==> src/hdl/pie_pkg.sv <==
// shared types and constants for the prefix instruction encoder
// no dependencies

package pie_pkg;

  localparam int NIB_BITS = 4;
  localparam int OPERAND_BITS = 32;
  localparam int NIBBLES = OPERAND_BITS / NIB_BITS;
  localparam int IDX_BITS = $clog2(NIBBLES);

  localparam logic [7:0] PFIX_CODE = 8'h20;
  localparam logic [7:0] NFIX_CODE = 8'h60;

  typedef logic [IDX_BITS-1:0] nib_idx_t;

  // controller to datapath
  typedef struct packed {
    logic load;
    logic step;
  } pie_cmd_t;

  // datapath to controller
  typedef struct packed {
    logic last;
  } pie_status_t;

endpackage

==> src/hdl/pie_ctrl.sv <==
// controller for the prefix instruction encoder: idle / emit sequencing
// depends on pie_pkg

module pie_ctrl import pie_pkg::*; (
  input  logic        clk,
  input  logic        rst,
  input  logic        start,
  input  pie_status_t status,
  output pie_cmd_t    cmd,
  output logic        busy,
  output logic        strobe
);

  localparam logic ST_IDLE = 1'b0;
  localparam logic ST_EMIT = 1'b1;

  logic state;
  logic state_next;
  logic emitting;
  logic accept;

  assign emitting = (state == ST_EMIT);
  // a new transaction may be taken on the cycle the final byte goes out
  assign busy     = emitting && !status.last;
  assign accept   = start && !busy;
  assign strobe   = emitting;
  assign cmd.load = accept;
  assign cmd.step = emitting && !status.last;

  always_comb begin
    state_next = state;
    case (state)
      ST_IDLE: begin
        if (accept) state_next = ST_EMIT;
      end
      ST_EMIT: begin
        if (status.last && !accept) state_next = ST_IDLE;
      end
      default: state_next = ST_IDLE;
    endcase
  end

  always_ff @(posedge clk) begin
    if (rst) begin
      state <= ST_IDLE;
    end else begin
      state <= state_next;
    end
  end

  a_busy_only_emit: assert property (@(posedge clk) disable iff (rst)
    busy |-> emitting)
    else $error("busy outside emit state");

  a_accept_emits: assert property (@(posedge clk) disable iff (rst)
    accept |=> emitting)
    else $error("accepted transaction did not start emitting");

  a_seq_continues: assert property (@(posedge clk) disable iff (rst)
    (emitting && !status.last) |=> emitting)
    else $error("byte sequence cut short");

endmodule

==> src/hdl/pie_datapath.sv <==
// datapath for the prefix instruction encoder: operand hold, nibble counter,
// byte formation and size rule; depends on pie_pkg

module pie_datapath import pie_pkg::*; #(
  parameter int WORD_BYTES = 4
) (
  input  logic              clk,
  input  pie_cmd_t          cmd,
  input  logic [7:0]        opcode,
  input  logic signed [31:0] operand,
  output pie_status_t       status,
  output logic [7:0]        code_byte,
  output logic [3:0]        byte_count
);

  localparam logic [4:0] SIZE_CAP = 5'(2 * WORD_BYTES + 1);

  logic [7:0]  op;
  logic [31:0] val;
  logic        neg;
  nib_idx_t    top_idx;
  nib_idx_t    idx;
  logic [3:0]  size;

  logic        in_neg;
  logic [31:0] mag;
  nib_idx_t    hi;
  nib_idx_t    k_in;
  logic [3:0]  n_in;
  logic [3:0]  size_in;
  logic [3:0]  nib;

  assign in_neg = operand[31];
  // complement for negatives so the leading nibble search is shared
  assign mag    = in_neg ? ~operand : operand;

  always_comb begin
    hi = '0;
    for (int j = 1; j < NIBBLES; j++) begin
      if (mag[j*NIB_BITS +: NIB_BITS] != '0) hi = nib_idx_t'(j);
    end
  end

  // negatives always carry the nfix byte
  assign k_in    = (in_neg && hi == '0) ? nib_idx_t'(1) : hi;
  assign n_in    = 4'(k_in) + 4'd1;
  assign size_in = (5'(n_in) > SIZE_CAP) ? SIZE_CAP[3:0] : n_in;

  always_ff @(posedge clk) begin
    if (cmd.load) begin
      op      <= opcode;
      val     <= operand;
      neg     <= in_neg;
      top_idx <= k_in;
      idx     <= k_in;
      size    <= size_in;
    end else if (cmd.step) begin
      idx <= idx - nib_idx_t'(1);
    end
  end

  assign nib = val[{idx, 2'b00} +: NIB_BITS];

  always_comb begin
    if (idx == '0) begin
      code_byte = op | {4'b0000, val[3:0]};
    end else if (neg && idx == top_idx) begin
      code_byte = NFIX_CODE | {4'b0000, ~nib};
    end else begin
      code_byte = PFIX_CODE | {4'b0000, nib};
    end
  end

  assign status.last = (idx == '0);
  assign byte_count  = size;

endmodule

==> src/hdl/prefix_instruction_encoder.sv <==
// channel   signals                                   transaction
// command   start, busy, opcode, operand               start && !busy
// result    strobe, code_byte, last_byte, byte_count   strobe (one cycle, no stall)
//
// an operand taking n bytes (1 to 8) is emitted one byte per cycle once
// accepted; busy drops on the cycle of the final byte, so a new command is
// taken then and transactions can run back to back with no gap between them
// synchronous active-high reset returns the controller to idle
// the receiver cannot stall; results are never held
// depends on pie_pkg, pie_ctrl, pie_datapath

module prefix_instruction_encoder import pie_pkg::*; #(
  parameter int WORD_BYTES = 4
) (
  input  logic               clk,
  input  logic               rst,
  input  logic               start,
  output logic               busy,
  input  logic [7:0]         opcode,
  input  logic signed [31:0] operand,
  output logic               strobe,
  output logic [7:0]         code_byte,
  output logic               last_byte,
  output logic [3:0]         byte_count
);

  pie_cmd_t    cmd;
  pie_status_t status;

  pie_ctrl u_ctrl (
    .clk    (clk),
    .rst    (rst),
    .start  (start),
    .status (status),
    .cmd    (cmd),
    .busy   (busy),
    .strobe (strobe)
  );

  pie_datapath #(
    .WORD_BYTES (WORD_BYTES)
  ) u_datapath (
    .clk        (clk),
    .cmd        (cmd),
    .opcode     (opcode),
    .operand    (operand),
    .status     (status),
    .code_byte  (code_byte),
    .byte_count (byte_count)
  );

  assign last_byte = status.last;

  a_count_nonzero: assert property (@(posedge clk) disable iff (rst)
    strobe |-> byte_count != 4'd0)
    else $error("byte count of zero on a result");

  a_count_stable: assert property (@(posedge clk) disable iff (rst)
    (strobe && !last_byte) |=> $stable(byte_count))
    else $error("byte count changed within a transaction");

  a_opcode_last: assert property (@(posedge clk) disable iff (rst)
    (strobe && !last_byte) |=> strobe)
    else $error("result stream ended without the opcode byte");

endmodule
==> config.mk <==
export PLATFORM = sky130hd
export DESIGN_NAME = prefix_instruction_encoder
export DESIGN_NICKNAME = d
export VERILOG_FILES = /design/src/hdl/pie_pkg.sv /design/src/hdl/pie_ctrl.sv /design/src/hdl/pie_datapath.sv /design/src/hdl/prefix_instruction_encoder.sv
export SDC_FILE = /design/constraint.sdc
export NUM_CORES = 1
export LEC_CHECK = 0
export ABC_AREA = 1
export BUFFER_PORTS_ARGS = -buffer_cell sky130_fd_sc_hd__buf_2
export CAP_MARGIN = 15
export CORE_AREA = 2 2 50 99
export DETAILED_ROUTE_END_ITERATION = 8
export DIE_AREA = 0 0 52 101
export PLACE_DENSITY = 0.82
export SLEW_MARGIN = 25
export SYNTH_ARGS = -nofsm -noshare
export SYNTH_HDL_FRONTEND = slang
export SYNTH_SLANG_ARGS = --single-unit
==> constraint.sdc <==
create_clock -name clk -period 5.55 [get_ports clk]
set_input_delay 0.2775 -clock clk [delete_from_list [all_inputs] [get_ports clk]]
set_output_delay 0.2775 -clock clk [all_outputs]
set_load 0.005 [all_outputs]
==> qor.yml <==
end_kind: "output pin"
die-area_mm2: 0.005252
worstSetupStartpointType: "flop"
netlist_area_mm2: 0.002504
seq_area_frac_synth_pct: 60.77
nets: 347
cts_tree: "built"
htree_levels: 2
cp.arrival_ns: 2.47
hold_viol: 0
ys_seq_elements: 51
slew_viol_final: 0
io_buffers: 57
overflow: 0
power.leakage_nw: 1.230
drv_cap: 0
p_per_area_mw_per_mm2: 292.4
grt_pass1_vias: 1815
hold_slack_ns: 0.1312
min_path_type: "input port to flop"
dp_hpwl_um: 3819
finClkSkew_ns: 0.005241
via_per_inst: 5.250
relSlewSlack_pct: 58.79
syn_nets: 289
fin_crit_sh_pct: 49.55
setup_violations: 0
synth_cell_type_count: 28
crit_fanout: 21
dp.cells: 348
final.setup.tns_ns: 0
insertedDiodeCount: 0
vias: 1869
ctsResizeCount: 0
required_ns: 5.27
die_w_um: 52
clk_path_buf_depth: 2
core_area_mm2: 0.004511
firstDrtPassIters: 4
hold_buffers: 0
row_count: 35
place.gp.congestion: 0.9788
ant_nets: 0
ir_drop_v: 0.0002101
finalCriticalPeriod_ns: 2.750
clk_latency_ns: 0.30
grt.total_usage_pct: 20.29
syn2layout_area_growth_pct: 15.74
worstSetupPathType: "flop to output pin"
nFillCells: 374
yosysWarnings: 0
rsz0062_at_grt: "no"
cts_buffers: 5
post_route_cells_drive_above_1_share_pct: 26.91
drcViolationCount: 0
io_pins: 58
drtIter0Drc: 48
antenna_found_initial: 0
instances_no_fill: 356
cts_setup_buffers: 0
status: "completed"
wl_per_cell_um: 14.00
synth_cells: 242
clk_pin_slew_ns: 0.09
drt-total-wl_um: 4984
grt_pass1_wl_um: 7941
worstMarginPinSlew_ns: 0.6168
clock_sinks: 51
start_util_pct: 55.51
grt_max_degree: 32
synth_area_per_cell_um2: 10.35
clockRootBuffer: "clkbuf_8"
die_h_um: 101
fmax_ghz: 0.3636
-- state kept, by name (all words and copies together) (netlist names) --
register / flops
u_datapath.byte_count: 4
u_ctrl.strobe: 1
u_datapath.neg: 1
u_datapath.idx: 3
u_datapath.top_idx: 3
u_datapath.val: 31
u_datapath.op: 8
-- metrics by stage --
stage / utilization, % / power, W / area, um^2 / setup slack [ns]
2_1_floorplan: - / 0.0005915 / 2504 / 2.911
3_3_place_gp: 61.83 / 0.0006353 / 2789 / 2.575
3_5_place_dp: 62.27 / 0.0006452 / 2809 / 2.926
4_1_cts: 64.24 / 0.0008493 / 2898 / 2.783
5_1_grt: 64.24 / 0.0008859 / 2898 / 2.566
6_report: 64.24 / 0.0008474 / 2898 / 2.800
-- kinds of logic after synthesis --
logic type / synth area share [%]
AO/OA/AOI/OAI: 9.945
AND/OR/NAND/NOR: 20.34
flip-flops: 60.77
XOR/XNOR: 1.050
adder cells (fa/ha/maj): 1.999
buffers and inverters: 5.897
-- layout make-up --
| type | count | area (um^2) | share of cell area [%] |
|---|---|---|---|
| multi-input combinational | 163 | 834.6 | 28.80 |
| timing repair buffer | 58 | 305.3 | 10.54 |
| clock inverter | 3 | 20.02 | 0.6908 |
| tap | 55 | 68.82 | 2.375 |
| sequential | 51 | 1521 | 52.50 |
| clock buffer | 5 | 68.82 | 2.375 |
| inverter | 21 | 78.83 | 2.720 |
-- layout by cell type (no fill, tap or decap), drive strengths merged --
cell / count
a21oi: 18
inv: 21
xor2: 3
edfxtp: 50
nand2: 73
or2: 2
nor3: 1
buf: 58
o21ai: 12
nand3: 4
clkinv: 2
clkbuf: 5
nand4: 1
nand3b: 4
clkinvlp: 1
a22o: 4
a22oi: 4
ha: 4
nor2: 29
o31ai: 4
dfxtp: 1
-- critical path, cell delays in order, from the launching register on --
cell and delay [ns]:
edfxtp_1 0.63, inv_2 0.35, ha_1 0.23, inv_1 0.04
nor2_1 0.18, inv_1 0.20, nand2_2 0.16, o31ai_1 0.10
o21ai_0 0.15, buf_2 0.13
-- synth_stat cells --
library cell,instances,share of area [%]
nand3_1,3,0.60
buf_2,1,0.20
nand2_1,68,10
inv_1,19,2.8
o21ai_0,10,2.0
nand2_2,5,1.2
a21oi_2,1,0.35
nand3_2,1,0.40
nand3b_1,4,1.2
a21oi_1,17,3.4
buf_6,3,1.3
a22oi_1,4,1.2
dfxtp_1,1,0.80
o21ai_1,2,0.40
o31ai_1,4,1.2
buf_8,1,0.60
nor3_4,1,0.65
nand4_2,1,0.50
nor2_1,26,3.9
a22o_1,4,1.4
or2_2,2,0.50
xor2_1,3,1.0
nor2_4,2,0.90
ha_1,4,2.0
nor2_2,1,0.25
inv_2,2,0.30
buf_4,2,0.60
edfxtp_1,50,60
-- where the power goes --
part	internal (W)	leakage [nW]	total [W]	switching [W]
Combinational	0.0000659	0.708	0.000163	0.0000969
Sequential	0.000457	0.480	0.000477	0.0000197
Clock	0.0000880	0.0418	0.000208	0.000120
-- per-layer routing --
layer	vias to the layer above	track usage, %	share of wire, %
met3	7	2.374	3.7
met4	0	7.085	1.6
met2	68	38.66	56
met5	-	0	0
li1	932	-	-
met1	862	21.88	39
-- final timing paths --
| path | start | end | slack, ns | cells after the start |
|---|---|---|---|---|
| hold / removal | rst | u_ctrl.strobe | 0.13 | 2 |
| hold reg to reg | u_ctrl.strobe | u_ctrl.strobe | 0.61 | 4 |
| setup / recovery | u_datapath.idx[0] | code_byte[3] | 2.80 | 9 |
| setup reg to reg | u_datapath.idx[0] | u_datapath.idx[1] | 2.89 | 8 |
Power figures use the tool's default switching activity.
